<file path="src/rtl/core/gce_pkg.sv">
// shared types and constants of the gradient colormap evaluator
`default_nettype none

package gce_pkg;

	// item kinds carried on the input tuser bit
	localparam logic OP_WRITE  = 1'b0;
	localparam logic OP_LOOKUP = 1'b1;

	// register word index of the mark count
	localparam logic REG_MARK_COUNT = 1'b0;

	// width of the mark count and of the scan index
	localparam int CNT_W = 5;
	// color channels per mark
	localparam int NUM_CH = 3;
	// quotient bits produced by the divider
	localparam int DIV_STEPS = 8;

	// commands from the controller to the datapath
	typedef struct packed {
		logic             wr_en;
		logic             start;
		logic             rd_en;
		logic [CNT_W-1:0] rd_idx;
		logic             check;
		logic             mul_en;
		logic             div_init;
		logic             div_step;
		logic             out_load;
		logic             empty;
	} gce_cmd_t;

	// status from the datapath to the controller
	typedef struct packed {
		logic above;
	} gce_sts_t;

endpackage

`default_nettype wire

</file>
<file path="src/rtl/core/gce_ctrl.sv">
// controller state machine: scan sequencing, divide steps and result handshake
`default_nettype none

module gce_ctrl
	import gce_pkg::*;
(
	input  wire logic             clk,
	input  wire logic             arst_n,
	input  wire logic             in_valid,
	input  wire logic             in_op,
	output logic                  in_ready,
	output logic                  out_valid,
	input  wire logic             out_ready,
	input  wire logic [CNT_W-1:0] count,
	input  gce_sts_t              sts,
	output gce_cmd_t              cmd
);

	typedef enum logic [2:0] {
		ST_IDLE,
		ST_SCAN,
		ST_MUL,
		ST_INIT,
		ST_DIV,
		ST_FIN
	} state_t;

	state_t           state_q;
	logic [CNT_W-1:0] idx_q;
	logic             chk_q;
	logic             last_q;
	logic [2:0]       step_q;
	logic             empty_q;
	logic             out_valid_q;
	logic             accept;
	logic             can_load;

	assign in_ready  = (state_q == ST_IDLE);
	assign accept    = in_valid && in_ready;
	assign out_valid = out_valid_q;
	assign can_load  = !out_valid_q || out_ready;

	// datapath commands
	always_comb begin
		cmd          = '0;
		cmd.wr_en    = accept && (in_op == OP_WRITE);
		cmd.start    = accept && (in_op == OP_LOOKUP);
		cmd.rd_en    = (state_q == ST_SCAN);
		cmd.rd_idx   = idx_q;
		cmd.check    = (state_q == ST_SCAN) && chk_q;
		cmd.mul_en   = (state_q == ST_MUL);
		cmd.div_init = (state_q == ST_INIT);
		cmd.div_step = (state_q == ST_DIV);
		cmd.out_load = (state_q == ST_FIN) && can_load;
		cmd.empty    = empty_q;
	end

	// state and registered outputs
	always_ff @(posedge clk or negedge arst_n) begin
		if (!arst_n) begin
			state_q     <= ST_IDLE;
			idx_q       <= '0;
			chk_q       <= 1'b0;
			last_q      <= 1'b0;
			step_q      <= '0;
			empty_q     <= 1'b0;
			out_valid_q <= 1'b0;
		end else begin
			// result valid: set on load, cleared when taken
			if (cmd.out_load)
				out_valid_q <= 1'b1;
			else if (out_valid_q && out_ready)
				out_valid_q <= 1'b0;
			unique case (state_q)
				ST_IDLE: begin
					if (cmd.start) begin
						idx_q  <= '0;
						chk_q  <= 1'b0;
						last_q <= 1'b0;
						if (count == '0) begin
							empty_q <= 1'b1;
							state_q <= ST_FIN;
						end else begin
							empty_q <= 1'b0;
							state_q <= ST_SCAN;
						end
					end
				end
				ST_SCAN: begin
					// one read issued per cycle, each checked in the cycle after
					chk_q  <= (idx_q < count);
					last_q <= (idx_q == count - CNT_W'(1));
					idx_q  <= idx_q + CNT_W'(1);
					if (chk_q && (sts.above || last_q))
						state_q <= ST_MUL;
				end
				ST_MUL: begin
					state_q <= ST_INIT;
				end
				ST_INIT: begin
					step_q  <= '0;
					state_q <= ST_DIV;
				end
				ST_DIV: begin
					step_q <= step_q + 3'd1;
					if (step_q == 3'(DIV_STEPS - 1))
						state_q <= ST_FIN;
				end
				ST_FIN: begin
					if (can_load)
						state_q <= ST_IDLE;
				end
				default: state_q <= ST_IDLE;
			endcase
		end
	end

endmodule

`default_nettype wire

</file>
<file path="src/rtl/core/gce_datapath.sv">
// datapath: mark memory, left and right mark registers, multipliers, serial dividers
`default_nettype none

module gce_datapath
	import gce_pkg::*;
#(
	parameter int MAX_MARKS = 16
) (
	input  wire logic        clk,
	input  wire logic        arst_n,
	input  gce_cmd_t         cmd,
	output gce_sts_t         sts,
	input  wire logic [3:0]  slot,
	input  wire logic [31:0] mark_word,
	input  wire logic [7:0]  level,
	output logic      [23:0] res_color,
	output logic             res_empty
);

	localparam int IDX_W = (MAX_MARKS > 1) ? $clog2(MAX_MARKS) : 1;
	localparam logic [8:0] MAX_V = 9'(MAX_MARKS);

	logic [31:0] mem [MAX_MARKS];
	logic [31:0] rd_data_q;
	logic [7:0]  level_q;
	logic [31:0] left_q;
	logic [31:0] right_q;
	logic        has_left_q;
	logic        has_right_q;
	logic [15:0] pa_s1 [NUM_CH];
	logic [15:0] pb_s1 [NUM_CH];
	logic [7:0]  d_s1;
	logic [7:0]  rem_q [NUM_CH];
	logic [7:0]  quo_q [NUM_CH];
	logic [7:0]  pos;
	logic [7:0]  w_left;
	logic [7:0]  w_right;

	assign pos       = rd_data_q[31:24];
	assign sts.above = (pos > level_q);

	// mark memory, one write port and one registered read port
	always_ff @(posedge clk) begin
		if (cmd.wr_en && ({5'b0, slot} < MAX_V))
			mem[IDX_W'(slot)] <= mark_word;
		if (cmd.rd_en)
			rd_data_q <= mem[IDX_W'(cmd.rd_idx)];
	end

	// scan bookkeeping: last mark at or below the level, first above
	always_ff @(posedge clk or negedge arst_n) begin
		if (!arst_n) begin
			has_left_q  <= 1'b0;
			has_right_q <= 1'b0;
		end else if (cmd.start) begin
			has_left_q  <= 1'b0;
			has_right_q <= 1'b0;
		end else if (cmd.check) begin
			if (sts.above)
				has_right_q <= 1'b1;
			else
				has_left_q <= 1'b1;
		end
	end

	always_ff @(posedge clk) begin
		if (cmd.start)
			level_q <= level;
		if (cmd.check) begin
			if (sts.above)
				right_q <= rd_data_q;
			else
				left_q <= rd_data_q;
		end
	end

	// weights: left by (pR - level), right by (level - pL)
	assign w_left  = right_q[31:24] - level_q;
	assign w_right = level_q - left_q[31:24];

	always_ff @(posedge clk) begin
		if (cmd.mul_en) begin
			d_s1 <= right_q[31:24] - left_q[31:24];
			for (int k = 0; k < NUM_CH; k++) begin
				pa_s1[k] <= {8'd0, left_q[8*k +: 8]} * {8'd0, w_left};
				pb_s1[k] <= {8'd0, right_q[8*k +: 8]} * {8'd0, w_right};
			end
		end
	end

	// restoring divide, one quotient bit per cycle on each channel
	always_ff @(posedge clk) begin
		if (cmd.div_init) begin
			for (int k = 0; k < NUM_CH; k++) begin
				rem_q[k] <= 8'((pa_s1[k] + pb_s1[k]) >> 8);
				quo_q[k] <= 8'(pa_s1[k] + pb_s1[k]);
			end
		end else if (cmd.div_step) begin
			for (int k = 0; k < NUM_CH; k++) begin
				if ({rem_q[k], quo_q[k][7]} >= {1'b0, d_s1}) begin
					rem_q[k] <= 8'({rem_q[k], quo_q[k][7]} - {1'b0, d_s1});
					quo_q[k] <= {quo_q[k][6:0], 1'b1};
				end else begin
					rem_q[k] <= {rem_q[k][6:0], quo_q[k][7]};
					quo_q[k] <= {quo_q[k][6:0], 1'b0};
				end
			end
		end
	end

	// result register: black when empty, the nearest mark past either end, else the quotient
	always_ff @(posedge clk) begin
		if (cmd.out_load) begin
			res_empty <= cmd.empty;
			for (int k = 0; k < NUM_CH; k++) begin
				if (cmd.empty)
					res_color[8*k +: 8] <= 8'd0;
				else if (!has_left_q)
					res_color[8*k +: 8] <= right_q[8*k +: 8];
				else if (!has_right_q)
					res_color[8*k +: 8] <= left_q[8*k +: 8];
				else
					res_color[8*k +: 8] <= quo_q[k];
			end
		end
	end

endmodule

`default_nettype wire

</file>
<file path="src/rtl/core/gradient_colormap_eval.sv">
// Piecewise-linear color gradient evaluator, top level.
// Input stream (s_*): a beat with s_tuser = 0 writes one color mark into a
// slot and gives no result; s_tuser = 1 looks up a level and gives one
// result beat on the output stream (m_*) with the interpolated RGB color.
// The APB port holds mark_count, the number of slots scanned from slot 0.
// A write beat leaves the input ready for the next beat. A lookup scans
// marks from slot 0 and stops at the first mark above the level or at the
// last mark in use, and the input stays closed until its result is loaded. The scan
// reads one mark per cycle from the single read port of the mark memory,
// and an eight-step restoring divider runs on the three channels at once.
// The next beat is accepted as soon as the result is loaded into the output
// register, even while the receiver still holds m_tready low; a finished
// lookup waits only if the previous result has not been taken.
// Reset clears mark_count and the handshake state; mark memory contents
// are undefined until written.
`default_nettype none

module gradient_colormap_eval
	import gce_pkg::*;
#(
	parameter int MAX_MARKS = 16
) (
	input  wire logic        clk,
	input  wire logic        arst_n,
	// input stream
	input  wire logic        s_tvalid,
	output logic             s_tready,
	// slot[3:0], mark_red[11:4], mark_green[19:12], mark_blue[27:20],
	// mark_position[35:28], level[43:36], zero fill [47:44]
	input  wire logic [47:0] s_tdata,
	// op[0]
	input  wire logic        s_tuser,
	// output stream
	output logic             m_tvalid,
	input  wire logic        m_tready,
	// out_red[7:0], out_green[15:8], out_blue[23:16]
	output logic      [23:0] m_tdata,
	// empty_res[0]
	output logic             m_tuser,
	// configuration port
	input  wire logic        psel,
	input  wire logic        penable,
	input  wire logic        pwrite,
	input  wire logic [2:0]  paddr,
	input  wire logic [31:0] pwdata,
	output logic      [31:0] prdata,
	output logic             pready
);

	localparam logic [8:0] MAX_V = 9'(MAX_MARKS);

	logic [CNT_W-1:0] mark_count_q;
	logic [CNT_W-1:0] count_eff;
	gce_cmd_t         cmd;
	gce_sts_t         sts;

	// register file
	assign pready = 1'b1;
	assign prdata = (paddr[2] == REG_MARK_COUNT) ? {27'd0, mark_count_q} : 32'd0;

	always_ff @(posedge clk or negedge arst_n) begin
		if (!arst_n)
			mark_count_q <= '0;
		else if (psel && penable && pwrite && pready && (paddr[2] == REG_MARK_COUNT))
			mark_count_q <= pwdata[CNT_W-1:0];
	end

	// counts above capacity scan the whole store
	assign count_eff = ({4'd0, mark_count_q} > MAX_V) ? CNT_W'(MAX_MARKS) : mark_count_q;

	gce_ctrl u_ctrl (
		.clk       (clk),
		.arst_n    (arst_n),
		.in_valid  (s_tvalid),
		.in_op     (s_tuser),
		.in_ready  (s_tready),
		.out_valid (m_tvalid),
		.out_ready (m_tready),
		.count     (count_eff),
		.sts       (sts),
		.cmd       (cmd)
	);

	gce_datapath #(
		.MAX_MARKS (MAX_MARKS)
	) u_dp (
		.clk       (clk),
		.arst_n    (arst_n),
		.cmd       (cmd),
		.sts       (sts),
		.slot      (s_tdata[3:0]),
		.mark_word ({s_tdata[35:28], s_tdata[27:20], s_tdata[19:12], s_tdata[11:4]}),
		.level     (s_tdata[43:36]),
		.res_color (m_tdata),
		.res_empty (m_tuser)
	);

endmodule

`default_nettype wire

</file>
<file path="config.mk">
export PLATFORM = sky130hd
export DESIGN_NAME = gradient_colormap_eval
export DESIGN_NICKNAME = d
export VERILOG_FILES = /design/src/rtl/core/gce_pkg.sv /design/src/rtl/core/gce_ctrl.sv /design/src/rtl/core/gce_datapath.sv /design/src/rtl/core/gradient_colormap_eval.sv
export SDC_FILE = /design/constraint.sdc
export NUM_CORES = 2
export LEC_CHECK = 0
export ABC_AREA = 0
export BUFFER_PORTS_ARGS = -buffer_cell sky130_fd_sc_hd__buf_2
export CAP_MARGIN = 20
export CORE_ASPECT_RATIO = 0.8
export CORE_UTILIZATION = 55
export DETAILED_ROUTE_END_ITERATION = 16
export PLACE_DENSITY = 0.82
export SLEW_MARGIN = 20
export SYNTH_ARGS = -nofsm -noshare
export SYNTH_HDL_FRONTEND = slang
export SYNTH_SLANG_ARGS = --single-unit
</file>
<file path="constraint.sdc">
create_clock -name clk -period 6 [get_ports clk]
set_input_delay 1.2 -clock clk [delete_from_list [all_inputs] [get_ports clk]]
set_output_delay 1.2 -clock clk [all_outputs]
set_load 0.1 [all_outputs]
</file>
---- Word level (Yosys, flattened, before mapping) ----
Memories as Yosys holds them, arrays and structs flattened. A register that Yosys moved wholly into a read port is not among the register bits.
Index checks and enable logic that the tools add are counted.
word-level totals
  input port bits ......................... 91
  register bits after elaboration ......... 127
  memory bits (writable) .................. 656
  memories ................................ 5
cells by class
  bitwise gates (word level) .............. 15
  multiply operators ...................... 6
  magnitude comparators ................... 6
  multiplexer cells ....................... 71
  reduce and logical (&&, ||, !) cells .... 27
  add/sub/neg operators ................... 12
  eq/ne operators ......................... 12
memories
  memory      depth  width  rd ports  clocked after Yosys merged registers in  wr ports  RTL line            text
  u_dp.mem    16     32     1         1                                        1         gce_datapath.sv:23  logic [31:0] mem [MAX_MARKS];
  u_dp.pa_s1  3      16     3         0                                        3         gce_datapath.sv:30  logic [15:0] pa_s1 [NUM_CH];
  u_dp.pb_s1  3      16     3         0                                        3         gce_datapath.sv:31  logic [15:0] pb_s1 [NUM_CH];
  u_dp.quo_q  3      8      3         0                                        3         gce_datapath.sv:34  logic [7:0] quo_q [NUM_CH];
  u_dp.rem_q  3      8      3         0                                        3         gce_datapath.sv:33  logic [7:0] rem_q [NUM_CH];
operator list
  kind                                                  count
  two-way mux 8 bit                                     18
  multiplier 8 x 8 -> 16 bit                            6
  adder 16 bit                                          3
  subtractor 8 bit                                      6
  two-way mux 1 bit                                     40
  greater-or-equal comparator 9 x 8 -> 1 bit            3
  one-hot mux 3 bit (6 select lines)                    1
  two-way mux 3 bit                                     5
  two-way mux 5 bit                                     3
  OR 1 bit                                              12
  AND reduction 2 bit                                   6
  logical AND 1 bit                                     10
  one-hot mux 5 bit (2 select lines)                    1
  nonzero test 2 bit                                    5
  == test 3 bit, second input constant                  3
  greater-than comparator 8 bit                         1
  == test 3 x 2 -> 1 bit, second input constant         2
  != test 2 x 1 -> 1 bit, second input constant         3
  one-hot mux 3 bit (2 select lines)                    1
  adder 5 x 1 -> 5 bit, second input constant           1
  == test 5 bit                                         1
  greater-than comparator 5 bit, second input constant  1
  logical NOT 5 bit                                     1
  < comparator 5 bit                                    1
  10 further kinds                                      15

---- Longest topological paths before layout ----
An unclocked memory read counts as a cell.
  depth in word-level cells ............... 8
  mapped depth ............................ 26
  gate-level depth less buffers ........... 25

---- Cells and area by module ----
Synthesis repeated with hierarchy kept, for this count alone.
unflattened totals
  cells, all modules ...................... 3,526
  area total of the unflattened synthesis .. 48,358.9 µm²
modules (own cells, without submodules)
  module                  instances  sequential area each (µm²)  area each (µm²)  cells an instance
  gce_datapath            1          23,852.9                    46,826.2         3,369
  gce_ctrl                1          375.4                       1,037.2          106
  gradient_colormap_eval  1          125.1                       495.5            51

---- Worst setup path after synthesis ----
No wires, ideal clock.
  path kind ............................... reg2reg
  start point ............................. reg u_ctrl.state_q[1]
  end point ............................... mem u_dp.mem[0][0] (enable)
  cell stages (with the launch flop) ...... 6
  period minus slack after synthesis ...... 6.261 ns
  path slack .............................. -0.261 ns
  data arrival time ....................... 5.800 ns
  buffers on the path ..................... 1
  cell sequence ........................... dfrtp_1 > clkbuf_1 > nor3_1 > nand3b_1 > or3_1 > nor3_1
on the way
  word-level cells in the longest chain between the ends .. 5
RTL lines
  element                                  RTL line                      text
  from (decl)                              gce_ctrl.sv:28                state_t state_q;
  from (signal assigned)                   gce_ctrl.sv:61                state_q <= ST_IDLE;
  from (signal assigned)                   gce_ctrl.sv:82                state_q <= ST_FIN;
  from (signal assigned)                   gce_ctrl.sv:85                state_q <= ST_SCAN;
  logical NOT 3 bit                        gce_ctrl.sv:38                assign in_ready = (state_q == ST_IDLE);
  named net s_tready                       gradient_colormap_eval.sv:27  output logic s_tready,
  logical AND 1 bit                        gce_ctrl.sv:39                assign accept = in_valid && in_ready;
  logical AND 1 bit                        gce_ctrl.sv:46                cmd.wr_en = accept && (in_op == OP_WRITE);
  two-way mux 1 bit                        gce_datapath.sv:44            if (cmd.wr_en && ({5'b0, slot} < MAX_V))
  two-way mux 1 bit (not written as such)  gce_datapath.sv:45            mem[IDX_W'(slot)] <= mark_word;
  to (decl)                                gce_datapath.sv:23
The timed path passes the listed nets, and every way through them passes these cells.

==> reports/results.txt <==
Vias in the first global route = 28690
Worst min path class = reg2reg
Final Hold Fails = 0
Final period util = 0.9789
Ys async rst share = 0.02699
Row count = 95
Setup_tns = 0 ns
Initial antenna violation count = 12
H-tree Lvls = 3
Post-layout util = 0.6219
Worst EP arrival = 6.27 ns
DP Wirelength = 76.05 mm
Worst Hold End = u_dp.right_q[11]
CTS clock-pin slew for the worst setup and hold paths = 0.06 ns
Crit Reg-Reg Endpoint = u_dp.pa_s1[0][46]
Crit start category = flop
Routability cong. = 0.9065
Slew @ Worst Pin = 1.115 ns
WHS Path Cells = 0
Share of layout cells above drive strength 1 = 0.1617
Worst r2r src = u_dp.level_q[0]
Horiz. Die Dim = 329.6 um
Initial drt markers = 2623
Die ar. = 87060 um2
Finished Layout Cells = 4799
Gr ovfl total = 0
Core ar. = 84510 um2
DRC viols = 0
Drt pass-1 iters = 6
Syn Area/Cell = 13.82 um2
Max_cap viols = 0
Commonest non-fill, non-tap cells in the layout = edfxtp_1 (792), inv_1 (365), ha_1 (315), and2_1 (254), fa_1 (223)
Slew Limit Fails = 0
Synthesized flop and latch total = 815
Synth Instances = 3418
Initial Util = 0.5589
Final setup violation count = 0
Via Count = 28500
GR Util All Layers = 0.2607
# clock sinks = 815
Routed Antenna Nets = 0
R2r setup slk = 0.13 ns
Post-synth cell types = 75
Rel. slew slack = 0.2495
Largest net degree at the start of global routing = 63
Status = completed
Post-synthesis sequential area ratio = 0.5156
Top-level I/O count = 151
Setup CP Type = reg2reg
Syn-to-layout area delta = 11.28%
Setup WS post-layout = 0.1265 ns
First-pass GRT wire length = 169.4 mm
Yosys warns = 0
Worst EP required = 6.40 ns
Element type at the critical path end = flop
Commonest non-fill, non-tap cell in the layout = edfxtp_1
Mapped Area = 47230 um2
Placed cells = 4634
Num CTS Buffers = 78
Worst slack, placed = -0.1213 ns
Routed WL = 113.0 mm
Register-to-Register Path Depth = 24
CP Max Fanout = 6
Max Buffers Root-to-Sink = 3
Final routed wire length divided by cell count = 23.55 um
TritonCTS clock tree = built
Fmax = 170.3 MHz
Hold Crit Start = u_dp.rd_data_q[11]
Vias per cell = 5.938
IO Port Bufs = 89
Tmin final = 5.873 ns
Number of flops mapped to enable cells by yosys = 792
Clock Skew = 0.03471 ns
Unrepaired setup endpoints after global routing = true
Die Y-Extent = 264.1 um
Predominant post-synthesis flop cell = edfxtp_1
Clk_lat worst skew = 0.66 ns
Fin nets = 4258
Clock Tree Root = clkbuf_16
-- state kept, by name, summed over array words and instances (netlist names), 8 cells and up --
signal,cells
u_dp.mem,512
u_dp.pa_s1,48
u_dp.pb_s1,48
u_dp.left_q,32
u_dp.rd_data_q,32
u_dp.right_q,32
u_dp.quo_q,24
u_dp.rem_q,24
u_dp.res_color,24
u_dp.d_s1,8
u_dp.level_q,8
-- worst max path at each step --
| stage | slack (ns) | end | startpoint | cells past startpoint |
|---|---|---|---|---|
| CTS | 0.01 | u_dp.pa_s1[0][46] | u_dp.level_q[0] | 24 |
| floorplan | 0.13 | u_dp.pb_s1[0][14] | u_dp.level_q[0] | 25 |
| detailed placement | -0.12 | u_dp.pb_s1[0][44] | u_dp.level_q[0] | 24 |
| finish | 0.13 | u_dp.pa_s1[0][46] | u_dp.level_q[0] | 24 |
| global placement | -0.02 | u_dp.pb_s1[0][46] | u_dp.level_q[0] | 24 |
| global route | -0.13 | u_dp.pa_s1[0][46] | u_dp.level_q[0] | 24 |
-- critical path, stage by stage (launching register included) --
cell,delay [ns]
edfxtp_1,0.47
ha_2,0.22
inv_2,0.04
fa_2,0.33
a21o_1,0.20
a21oi_2,0.18
o21bai_1,0.10
a21oi_2,0.25
xnor2_4,0.18
nand2_1,0.11
fa_1,0.50
fa_1,0.51
inv_1,0.05
fa_1,0.47
inv_1,0.05
fa_1,0.49
inv_2,0.05
ha_4,0.29
nand3_2,0.07
o211ai_1,0.29
o41ai_2,0.13
o31ai_1,0.22
a21oi_1,0.12
xnor2_1,0.17
buf_4,0.15
-- cells by family (layout without fill, tap and decap cells) --
logic type      after synthesis  in the layout  share of synthesized area
other cells                   2             33                  0.0001590
mux                         207            207                    0.08670
xor+xnor                    135            135                    0.02503
buf+inv                     503            738                    0.04432
simple gates                789            789                    0.08898
compound gates              417            417                    0.05772
flops                       815            815                     0.5156
fa+ha+maj                   550            550                     0.1815
-- timing repair --
action	CTS	global route
endpoints found under the setup margin	6	33
gates resized for setup	8	62
hold buffers	0	0
pin swaps	1	40
cloned	0	1
buffers inserted	3	16
-- area by class of cell --
cell class	count	area [um2]
Clock inverter	41	381.6
Tap cell	1115	1395
Timing Repair Buffer	222	1531
Antenna cell	5	12.51
Fill cell	6008	31950
Clock buffer	101	2090
Multi-Input combinational cell	2126	21380
Sequential cell	815	24370
Inverter	374	1404
-- cell usage after synthesis, drive strengths merged (66+ instances only) --
cell    number  area share
nor2       128       0.010
a21oi      112       0.012
fa         225       0.095
edfxtp     792        0.50
nor2b       86       0.011
inv        374       0.030
mux4       160       0.077
o21ai       87      0.0092
nand2      132       0.010
clkbuf      66      0.0052
xnor2       90       0.017
ha         325       0.086
and2       254       0.034
-- through the flow --
step | cell area (um2) | hold slack (ns)
2_1_floorplan | 47350 | 0.4215
5_1_grt | 52550 | 0.4454
6_report | 52560 | 0.4475
4_1_cts | 52140 | 0.4412
3_3_place_gp | 49590 | 0.4230
3_5_place_dp | 49590 | 0.4355
-- per-layer routing --
metal  GRT usage  vias up  wire length [um]
met5           0        -                78
met4     0.09159       10              3712
met3     0.05557      257              9544
met2      0.4216     1254             54690
met1      0.3501    14260             45000
li1            -    12710                 -
Power is not shown: default switching activity piles up to over one toggle a cycle in this logic, so the estimate is an artifact.
